===== src/rtl/vll_pkg.sv =====
// vll_pkg: shared types and constants of the vertex leg linker
// used by vll_ram users, vertex_leg_linker and vll_checker; no dependencies
package vll_pkg;

  localparam int SITE_COUNT_MAX = 64;
  localparam int SITE_BITS      = $clog2(SITE_COUNT_MAX);
  localparam int COUNT_BITS     = SITE_BITS + 1;
  localparam int LEG_BITS       = 20;

  localparam logic [COUNT_BITS-1:0] SITE_LIMIT       = COUNT_BITS'(SITE_COUNT_MAX);
  localparam logic [COUNT_BITS-1:0] SITE_COUNT_RESET = COUNT_BITS'(64);

  // leg offsets inside one site pair
  localparam logic [LEG_BITS-1:0] LEG_STEP_A_IN  = LEG_BITS'(0);
  localparam logic [LEG_BITS-1:0] LEG_STEP_B_IN  = LEG_BITS'(1);
  localparam logic [LEG_BITS-1:0] LEG_STEP_A_OUT = LEG_BITS'(2);
  localparam logic [LEG_BITS-1:0] LEG_STEP_B_OUT = LEG_BITS'(3);

  // item kinds
  localparam logic KIND_PAIR  = 1'b0;
  localparam logic KIND_CLOSE = 1'b1;

  typedef struct packed {
    logic                 kind;
    logic [LEG_BITS-1:0]  leg_base;
    logic [SITE_BITS-1:0] site_a;
    logic [SITE_BITS-1:0] site_b;
  } in_word_t;

  typedef struct packed {
    logic [LEG_BITS-1:0] link_leg_a;
    logic [LEG_BITS-1:0] link_leg_b;
    logic                last_of_run;
  } out_word_t;

  typedef enum logic [5:0] {
    ST_IDLE = 6'b000001,
    ST_RDB  = 6'b000010,
    ST_WRA  = 6'b000100,
    ST_WRB  = 6'b001000,
    ST_SCAN = 6'b010000,
    ST_EMIT = 6'b100000
  } state_t;

endpackage


===== src/rtl/vll_ram.sv =====
// vll_ram: generic single-port ram with registered, enabled read
// no dependencies
module vll_ram #(
  parameter int WIDTH = 8,
  parameter int DEPTH = 64
) (
  input  logic                     clk,
  input  logic                     we,
  input  logic                     re,
  input  logic [$clog2(DEPTH)-1:0] addr,
  input  logic [WIDTH-1:0]         wdata,
  output logic [WIDTH-1:0]         rdata
);

  logic [WIDTH-1:0] mem [DEPTH];

  always_ff @(posedge clk) begin
    if (we) begin
      mem[addr] <= wdata;
    end
    if (re) begin
      rdata <= mem[addr];
    end
  end

endmodule


===== src/rtl/vertex_leg_linker.sv =====
// vertex_leg_linker: top level, builds the linked vertex list word by word
// depends on vll_pkg and vll_ram
//
//   channel | dir | handshake              | word
//   --------+-----+------------------------+---------------------------------
//   cfg     | in  | cfg_valid / cfg_ready  | cfg_data, site_count register
//   in      | in  | in_valid  / in_ready   | in_data  (vll_pkg::in_word_t)
//   out     | out | out_valid / out_ready  | out_data (vll_pkg::out_word_t)
//
// pair word: accept (reading site_a), read site_b, write site_a, write site_b, set by
//   the single port of each leg table; every link waits while out is stalled
// close word: the accept step, a scan step per site walked (min(site_count, 64)
//   sites), an emit step per touched site and an end step, plus output stalls
// in_ready is high only when idle; cfg is always ready
// reset clears touched flags, fsm and walk index and sets site_count to 64; the leg
//   tables need no clearing pass since touched flags gate every use of a read
module vertex_leg_linker (
  input  logic                                clk,
  input  logic                                rst,
  input  logic                                cfg_valid,
  output logic                                cfg_ready,
  input  logic [vll_pkg::COUNT_BITS-1:0]      cfg_data,
  input  logic                                in_valid,
  output logic                                in_ready,
  input  vll_pkg::in_word_t                   in_data,
  output logic                                out_valid,
  input  logic                                out_ready,
  output vll_pkg::out_word_t                  out_data
);

  // control state
  vll_pkg::state_t                        state, state_next;
  logic [vll_pkg::SITE_COUNT_MAX-1:0]     site_touched;
  logic [vll_pkg::COUNT_BITS-1:0]         site_count;
  logic [vll_pkg::COUNT_BITS-1:0]         walk_idx;

  // latched pair word
  logic [vll_pkg::LEG_BITS-1:0]           base;
  logic [vll_pkg::SITE_BITS-1:0]          sa, sb;
  logic                                   ta, tb;
  logic [vll_pkg::LEG_BITS-1:0]           la;

  // leg table ports
  logic [vll_pkg::SITE_BITS-1:0]          ram_addr;
  logic                                   first_we, first_re, last_we, last_re;
  logic [vll_pkg::LEG_BITS-1:0]           first_wdata, last_wdata;
  logic [vll_pkg::LEG_BITS-1:0]           first_rdata, last_rdata;

  // output register
  logic                                   out_free, out_load;
  vll_pkg::out_word_t                     out_word_next;

  // close walk helpers
  logic [vll_pkg::COUNT_BITS-1:0]         walk_limit;
  logic [vll_pkg::SITE_BITS-1:0]          walk_site;
  logic                                   walk_live;
  logic [vll_pkg::SITE_COUNT_MAX-1:0]     above_mask;
  logic [vll_pkg::SITE_COUNT_MAX:0]       below_wide;
  logic                                   more_ahead;

  logic accept;

  assign cfg_ready = 1'b1;
  assign in_ready  = (state == vll_pkg::ST_IDLE);
  assign accept    = in_valid && in_ready;
  assign out_free  = !out_valid || out_ready;

  // first and last leg per site
  vll_ram #(.WIDTH(vll_pkg::LEG_BITS), .DEPTH(vll_pkg::SITE_COUNT_MAX)) u_first_ram (
    .clk   (clk),
    .we    (first_we),
    .re    (first_re),
    .addr  (ram_addr),
    .wdata (first_wdata),
    .rdata (first_rdata)
  );

  vll_ram #(.WIDTH(vll_pkg::LEG_BITS), .DEPTH(vll_pkg::SITE_COUNT_MAX)) u_last_ram (
    .clk   (clk),
    .we    (last_we),
    .re    (last_re),
    .addr  (ram_addr),
    .wdata (last_wdata),
    .rdata (last_rdata)
  );

  // close walk bounds: clamp site_count, look ahead for more touched sites
  always_comb begin
    walk_limit = (site_count > vll_pkg::SITE_LIMIT) ? vll_pkg::SITE_LIMIT : site_count;
    walk_site  = walk_idx[vll_pkg::SITE_BITS-1:0];
    walk_live  = (walk_idx < walk_limit);
    above_mask = ({vll_pkg::SITE_COUNT_MAX{1'b1}} << walk_site) << 1;
    below_wide = ({{vll_pkg::SITE_COUNT_MAX{1'b0}}, 1'b1} << walk_limit) - 1'b1;
    more_ahead = |(site_touched & above_mask & below_wide[vll_pkg::SITE_COUNT_MAX-1:0]);
  end

  // sequencer
  always_comb begin
    state_next    = state;
    ram_addr      = sa;
    first_we      = 1'b0;
    first_re      = 1'b0;
    last_we       = 1'b0;
    last_re       = 1'b0;
    first_wdata   = base + vll_pkg::LEG_STEP_A_IN;
    last_wdata    = base + vll_pkg::LEG_STEP_A_OUT;
    out_load      = 1'b0;
    out_word_next = '{link_leg_a: la,
                      link_leg_b: base + vll_pkg::LEG_STEP_A_IN,
                      last_of_run: !tb};
    case (state)
      vll_pkg::ST_IDLE: begin
        // read last leg of site_a straight off the input word
        ram_addr = in_data.site_a;
        if (accept) begin
          if (in_data.kind == vll_pkg::KIND_PAIR) begin
            last_re    = 1'b1;
            state_next = vll_pkg::ST_RDB;
          end else begin
            state_next = vll_pkg::ST_SCAN;
          end
        end
      end
      vll_pkg::ST_RDB: begin
        ram_addr   = sb;
        last_re    = 1'b1;
        state_next = vll_pkg::ST_WRA;
      end
      vll_pkg::ST_WRA: begin
        // link site_a if open, else its first leg is the new leg
        ram_addr = sa;
        if (!ta || out_free) begin
          out_load   = ta;
          first_we   = !ta;
          last_we    = 1'b1;
          state_next = vll_pkg::ST_WRB;
        end
      end
      vll_pkg::ST_WRB: begin
        // last_rdata still holds site_b, read before any write
        ram_addr      = sb;
        first_wdata   = base + vll_pkg::LEG_STEP_B_IN;
        last_wdata    = base + vll_pkg::LEG_STEP_B_OUT;
        out_word_next = '{link_leg_a: last_rdata,
                          link_leg_b: base + vll_pkg::LEG_STEP_B_IN,
                          last_of_run: 1'b1};
        if (!tb || out_free) begin
          out_load   = tb;
          first_we   = !tb;
          last_we    = 1'b1;
          state_next = vll_pkg::ST_IDLE;
        end
      end
      vll_pkg::ST_SCAN: begin
        ram_addr = walk_site;
        if (!walk_live) begin
          state_next = vll_pkg::ST_IDLE;
        end else if (site_touched[walk_site]) begin
          first_re   = 1'b1;
          last_re    = 1'b1;
          state_next = vll_pkg::ST_EMIT;
        end
      end
      vll_pkg::ST_EMIT: begin
        // periodic link last -> first
        ram_addr      = walk_site;
        out_word_next = '{link_leg_a: last_rdata,
                          link_leg_b: first_rdata,
                          last_of_run: !more_ahead};
        if (out_free) begin
          out_load   = 1'b1;
          state_next = vll_pkg::ST_SCAN;
        end
      end
      default: begin
        state_next = vll_pkg::ST_IDLE;
      end
    endcase
  end

  // control registers
  always_ff @(posedge clk) begin
    if (rst) begin
      state        <= vll_pkg::ST_IDLE;
      site_touched <= '0;
      site_count   <= vll_pkg::SITE_COUNT_RESET;
      walk_idx     <= '0;
      out_valid    <= 1'b0;
    end else begin
      state <= state_next;
      if (cfg_valid && cfg_ready) begin
        site_count <= cfg_data;
      end
      if (state == vll_pkg::ST_WRA && state_next == vll_pkg::ST_WRB) begin
        site_touched[sa] <= 1'b1;
      end
      if (state == vll_pkg::ST_WRB && state_next == vll_pkg::ST_IDLE) begin
        site_touched[sb] <= 1'b1;
      end
      // walk: step past untouched sites, or after the link is taken
      if (state == vll_pkg::ST_SCAN) begin
        if (!walk_live) begin
          walk_idx     <= '0;
          site_touched <= '0;
        end else if (!site_touched[walk_site]) begin
          walk_idx <= walk_idx + 1'b1;
        end
      end
      if (state == vll_pkg::ST_EMIT && out_free) begin
        walk_idx <= walk_idx + 1'b1;
      end
      if (out_load) begin
        out_valid <= 1'b1;
      end else if (out_ready) begin
        out_valid <= 1'b0;
      end
    end
  end

  // payload registers
  always_ff @(posedge clk) begin
    if (accept) begin
      base <= in_data.leg_base;
      sa   <= in_data.site_a;
      sb   <= in_data.site_b;
      ta   <= site_touched[in_data.site_a];
      tb   <= site_touched[in_data.site_b];
    end
    if (state == vll_pkg::ST_RDB) begin
      la <= last_rdata;
    end
    if (out_load) begin
      out_data <= out_word_next;
    end
  end

endmodule


===== config.mk =====
export PLATFORM = sky130hd
export DESIGN_NAME = vertex_leg_linker
export DESIGN_NICKNAME = d
export VERILOG_FILES = /design/src/rtl/vll_pkg.sv /design/src/rtl/vll_ram.sv /design/src/rtl/vertex_leg_linker.sv
export SDC_FILE = /design/constraint.sdc
export NUM_CORES = 2
export LEC_CHECK = 0
export BUFFER_PORTS_ARGS = -buffer_cell sky130_fd_sc_hd__buf_2
export CORE_AREA = 4 4 437 439
export CTS_CLUSTER_SIZE = 12
export DETAILED_ROUTE_END_ITERATION = 8
export DIE_AREA = 0 0 441 443
export PLACE_DENSITY_LB_ADDON = 0.12
export SYNTH_ARGS = -nofsm -noshare
export SYNTH_HDL_FRONTEND = slang
export SYNTH_HIERARCHICAL = 1
export SYNTH_SLANG_ARGS = --single-unit

===== constraint.sdc =====
create_clock -name clk -period 7.8 [get_ports clk]
set_input_delay 0.39 -clock clk [delete_from_list [all_inputs] [get_ports clk]]
set_output_delay 0.39 -clock clk [all_outputs]
set_load 0.02 [all_outputs]

[Yosys cells after proc, flatten, opt, wreduce, memory -nomap -nowiden]
Memories as Yosys holds them, arrays and structs flattened. A register that Yosys moved wholly into a read port is not among the register bits.
Cells that the tools add are included.
Operators by class
  div/mod/pow operators: 0
  bitwise logic cells: 4
  add/subtract/negate cells: 5
  $lt $le $gt $ge: 9
  multipliers: 0
  equal/unequal tests: 9
  reduce and logical (&&, ||, !) cells: 19
  shift-type cells: 2
  multiplexer cells: 54
Operators by type and width (number)
  2-to-1 mux 64 bit: 5
  AND 64 bit: 2
  bitwise OR 64 bit: 2
  one-hot mux 41 bit (2 select lines): 1
  OR reduction 64 bit: 1
  << shifter 1 x 7 -> 64 bit (first input constant): 1
  << shifter 64 x 6 -> 63 bit (first input constant): 1
  subtractor 64 x 1 -> 64 bit (second input constant): 1
  adder 20 x 2 -> 20 bit (second input constant): 2
  2-to-1 mux 20 bit: 2
  2-to-1 mux 6 bit: 6
  one-hot mux 6 bit (6 select lines): 1
  less-than comparator 6 x 7 -> 1 bit (second input constant): 5
  2-to-1 mux 7 bit: 5
  2-to-1 mux 1 bit: 23
  adder 20 x 1 -> 20 bit (second input constant): 1
  binary-select mux 1 bit (select 6 bit): 3
  one-hot mux 6 bit (3 select lines): 1
  demux 1 bit (select 6 bit): 2
  equality test 6 x 1 -> 1 bit (second input constant): 2
  equality test 6 x 4 -> 1 bit (second input constant): 2
  greater-or-equal comparator 6 x 1 -> 1 bit (second input constant): 2
  adder 7 x 1 -> 7 bit (second input constant): 1
  > comparator 7 bit (second input constant): 1
  other kinds (15): 29
Word-level totals
  bits in latches: 0
  logic and storage cells: 118
  output and inout port bits: 44
  flip-flop bits (word level): 180
  memories: 2
  input bits: 45
  bits in read-only memories: 0
  RAM bits: 2560
Memories
  u_first_ram.mem: words 64, bits a word 20, rd ports 1, clocked after Yosys merged registers in 1, write ports 1, RTL line vll_ram.sv:15  | logic [WIDTH-1:0] mem [DEPTH];
  u_last_ram.mem: words 64, bits a word 20, rd ports 1, clocked after Yosys merged registers in 1, write ports 1, RTL line vll_ram.sv:15

[Depth between registers and ports, before layout]
  depth in word-level cells: 13
  depth in mapped cells: 19

[By module]
Netlist, hierarchy kept.
Modules (own cells, without submodules)
  vll_ram: sequential area each 39037.4 µm², cells each 2820, area an instance 49650.1 µm², times used 2
  vertex_leg_linker: sequential area each 4554.4 µm², cells each 1300, area an instance 12194.2 µm², times used 1

[Worst setup path before layout]
OpenSTA, ideal clock, no wires.
  path kind: register -> register
  start point: reg state[2]
  end point: mem u_first_ram/mem[0][1] in the netlist's numbering (data pin)
  required time: 7173 ps
  data arrival time: 5297 ps
  cell stages (with the launch flop): 7
  slack: 1876 ps
  setup time: 627 ps
  cells stage by stage: dfxtp_1 > nor3_1 > nand3_1 > inv_1 > clkbuf_1 > a21boi_0 > inv_1
Between the ends
  word-level cells in the longest chain between the ends: 2
Ends and longest elaborated chain
  start: declaration: RTL line vertex_leg_linker.sv:32  | vll_pkg::state_t state, state_next;
  start signal: assignment: RTL line vertex_leg_linker.sv:184  | state <= vll_pkg::ST_IDLE;
  start signal: assignment: RTL line vertex_leg_linker.sv:190  | state <= state_next;
  equality test 6 x 4 -> 1 bit: RTL line vertex_leg_linker.sv:111  | case (state)
  2-to-1 mux 20 bit: RTL line vertex_leg_linker.sv:111
  net first_wdata, one bit: RTL line vertex_leg_linker.sv:46  | logic [vll_pkg::LEG_BITS-1:0] first_wdata, last_wdata;
  end: declaration: RTL line vll_ram.sv:15
The timed path passes the listed nets, and every way through them passes these cells.

[Worst setup path after layout]
  start point: reg state[5]
  end point: reg u_first_ram.rdata[19], read port of u_first_ram.mem (data pin)
Between the ends
  word-level cells in the longest chain between the ends: 3
Ends and longest elaborated chain
  equality test 6 x 5 -> 1 bit (tied with other cells): RTL line vertex_leg_linker.sv:111
  OR reduction 2 bit (no source line)
  one-hot mux 6 bit (3 select lines) *: RTL line vertex_leg_linker.sv:111
  net ram_addr, one bit: RTL line vertex_leg_linker.sv:44  | logic [vll_pkg::SITE_BITS-1:0] ram_addr;
  end: declaration: RTL line vll_ram.sv:12  | output logic [WIDTH-1:0] rdata
Mark *: on every way through the listed nets, which the timed path passes. The rest lies on a longest branch.
A chain may end at the register's enable or synchronous reset.

==> summary.md <==
| Metric | Value |
|---|---|
| Status | `complete, but fails checks` |
| Failing checks | `max-capacitance violations, max-slew violations` |
| Synthesis Warnings | `6` |
| Area grow syn2layout | `11.42%` |
| CTS tree | `built` |
| Synth area leaders | `edfxtp_1 73%, a221oi_1 3.2%, a22oi_1 2.8%` |
| Crit path largest cell delay | `0.80 ns` |
| Num Clock Sinks | `around 2,800` |
| CP endpoint kind | `flip-flop` |
| Critical path arrival | `about 6.6 ns` |
| Setup TNS | `0 ns` |
| Largest area contributor in the netlist | `edfxtp_1` |
| Total Routing Usage GR | `0.3547` |
| Post-Syn Nets | `between 7,000 and 8,000` |
| Pre-CTS setup slack | `approximately 2 ns` |
| Hold Startpoint | `in_data[0]` |
| Post-synth ARST share | `0` |
| Crit Path Max Fanout | `26` |
| Layer with the highest usage | `met2` |
| Area of the multi-input gates | `about 0.027 mm2` |
| Synth top area share | `0.7258` |
| Drt total wl | `around 350,000 um` |
| Syn Area/Cell | `about 16 um2` |
| Final Cycle Share | `0.7571` |
| RSZ-0062 raised after global routing | `no` |
| Critical Path RT | `8.46 ns` |
| Clk slew on worst S/H paths | `approximately 0.060 ns` |
| Static leakage | `about 39 nW` |
| Slack of the critical path | `approximately 1.9 ns` |
| Worst-path cell chain | `nor3_1 > nand2b_1 > nor3b_1 > a222oi_1 > nand2_2 > nor2_1 > nand2_2 > buf_4 > o22ai_1 > o21ai_0 > nand3_1 > or4_1` |
| Final count of negative-setup-slack endpoints | `0` |
| Number of synthesized flops with an enable pin | `about 2,700` |
| Setup CP Type | `flip-flop to flip-flop` |
| Drt wl/cell | `around 36 um` |
| Max Clk Rate | `approximately 0.17 GHz` |
| Final core occ | `0.6636` |
| H-tree levels | `5` |
| Worst path slowest cell | `nor3b_1` |
| Starting density of the core | `0.5956` |
| Fillers | `approximately 13,000` |
| Gpl congestion | `0.9924` |
| Most used cell along the critical path | `nand2_2` |
| Routing usage on met1 | `0.4814` |
| Maximum vdd ir drop | `231.9 uV` |
| Congestion Overflow GR | `0` |
| Final hold vios | `0` |
| WHS Path Cells | `1` |
| Final ANT Viol Nets | `0` |
| Clock Root Buffer | `clkbuf_16` |
| Post-layout nets | `roughly 7,100` |
| Synth Cell Area | `about 0.11 mm2` |
| Commonest cells post-synth | `2,695 x edfxtp_1, 409 x a22oi_1, 404 x a221oi_1` |
| Dpl hpwl | `around 210,000 um` |
| WHS Endpoint | `sb[0]` |
| DR pass1 iterations | `8` |
| FF-to-FF path depth | `12` |
| IO Count | `89` |
| Vias per inst | `just over 7` |
| Largest net degree at the start of global routing | `94` |
| Row Count | `159` |
| Vias in the first global route | `between 60,000 and 70,000` |
| Worst-margin pin slew | `~1.5 ns` |
| First-pass GRT wire length | `just under 500,000 um` |
| Final min period | `between 5 and 6 ns` |
| PortBufs | `87` |
| Reg-to-Reg Start | `state[5]` |
| Count leader, synth | `edfxtp_1` |
| DP Area | `between 0.1 and 0.15 mm2` |
| Initial antenna violation count | `13` |
| Placed insts | `~9,200` |
| Register cell area after layout | `between 0.08 and 0.09 mm2` |
| CTS resizes | `0` |
| Final instance area | `0.1242 mm2` |
| Max-cap viol count | `1` |
| Clock skew | `approximately 0.086 ns` |
| GR Util met2 | `0.5354` |
| Power per Cell Area | `around 290 mW/mm2` |
| Slew Viols, Final | `2` |
| Core footprint | `about 0.19 mm2` |
| Post-CTS setup buffer count | `0` |
| Mapped Cells | `about 7,000` |
| Synth cell types | `90` |
| DRC viols | `0` |
| Die ar. | `just under 0.2 mm2` |
| Sequential-to-total area share from yosys stat | `0.7411` |
| Startpoint types | `flip-flop` |
| Clock Latency Late Sink | `around 0.95 ns` |
| Initial DRC count | `approximately 12,000` |
| Hold buffer count at CTS | `between 50 and 60` |
| R2r setup slk | `about 1.9 ns` |
| Relative slew slack | `-0.02398` |
| Die Width | `441 um` |
| Die height | `around 440 um` |
| Via count of the routed design | `approximately 70,000` |
| HP Class | `input port to flip-flop` |
| RR Endpoint | `u_first_ram/rdata[19]` |
| Fin cells | `a little under 10,000` |
| Worst Setup SP | `state[5]` |
| Synth Register Bits | `roughly 2,800` |
| Met3 usage | `0.07524` |
| Clock buffer count from CTS | `just under 300` |
| Maximum root-to-sink buffer count | `4` |
| Layout cells sized above 1 | `0.1614` |
| Post-synth top flop | `edfxtp_1` |
==> cell usage in the layout, fill, tap and decap left out, types with 43 or more instances in the layout <==
cell and instances:
dfxtp_1 85, a22oi_1 409, mux2i_1 161, o21ai_0 200
mux4_2 112, mux2_2 149, nand2_1 290, dlygate4sd3_1 56
nand4_1 46, a221o_1 43, o22ai_1 208, a22o_1 70
o22a_1 46, buf_2 87, clkbuf_16 302, edfxtp_1 2695
a221oi_1 404, o21a_1 69, a21oi_1 182, nor2_2 125
buf_4 234, nor2_1 260, clkbuf_1 77, nand3_1 110
nor3_1 104
==> where the power goes <==
part / internal, mW / switching (mW)
Sequential: 16.7 / 0.105
Combinational: 1.74 / 4.45
Clock: 7.08 / 5.41
Total: 25.5 / 9.96
==> routing by layer <==
layer / share of wire / wire length (um)
met5: 0.00028 / 99
met2: 0.46 / 160300
met1: 0.35 / 124500
met3: 0.12 / 40680
met4: 0.072 / 25200
==> critical path, delay by kind of cell (launching register included) <==
family	cells	cell delay, ns
simple gates	8	3.69
flops	1	0.35
compound gates	3	1.11
buf+inv	1	0.45
==> state kept, by name (all words and copies together), names as in the netlist <==
register,flops
ta,1
u_first_ram/mem,1280
site_touched,64
u_first_ram/rdata,20
u_last_ram/rdata,20
base,20
la,20
site_count,7
u_last_ram/mem,1280
out_data,41
out_valid,1
walk_idx,7
sb,6
state,6
sa,6
tb,1
==> stage by stage <==
| stage | hold WS, ns | power [mW] |
|---|---|---|
| CTS | 0.01459 | 35.40 |
| detailed placement | 0.4981 | 23.06 |
| finish | 0.07805 | 35.46 |
| global route | 0.08089 | 36.37 |
| floorplan | 0.4262 | 20.58 |
| global placement | 0.4950 | 22.99 |
==> how the worst max path moves through the flow <==
| stage | cells past startpoint | slack (ns) | end |
|---|---|---|---|
| floorplan | 6 | 1.88 | u_first_ram/mem[0][1] |
| global placement | 12 | 1.96 | u_first_ram/rdata[5] |
| detailed placement | 13 | 1.96 | u_first_ram/rdata[17] |
| CTS | 13 | 2.01 | u_first_ram/rdata[17] |
| global route | 13 | 1.79 | u_first_ram/rdata[15] |
| finish | 12 | 1.89 | u_first_ram/rdata[19] |
==> cell families (layout without fill, tap and decap cells) <==
family / count (synthesis) / in the layout / share of synthesized area
buffers and inverters: 574 / 853 / 0.02387
other: 1 / 6 / 0.00003363
adder cells (fa/ha/maj): 16 / 16 / 0.001796
AND/OR/NAND/NOR: 1189 / 1189 / 0.05041
XOR/XNOR: 58 / 58 / 0.004556
AO/OA/AOI/OAI: 1900 / 1900 / 0.1261
multiplexers: 422 / 422 / 0.05213
flip-flops: 2780 / 2780 / 0.7411
==> cell type report <==
| class | count | share of cell area |
|---|---|---|
| clock inverter | 50 | 0.002558 |
| multi-input combinational | 3586 | 0.2184 |
| clock buffer | 381 | 0.06338 |
| tap | 2495 | 0.02513 |
| inverter | 31 | 0.0009568 |
| antenna | 5 | 0.0001007 |
| timing repair buffer | 391 | 0.02437 |
| sequential | 2780 | 0.6651 |
(Power assumes the default switching activity.)
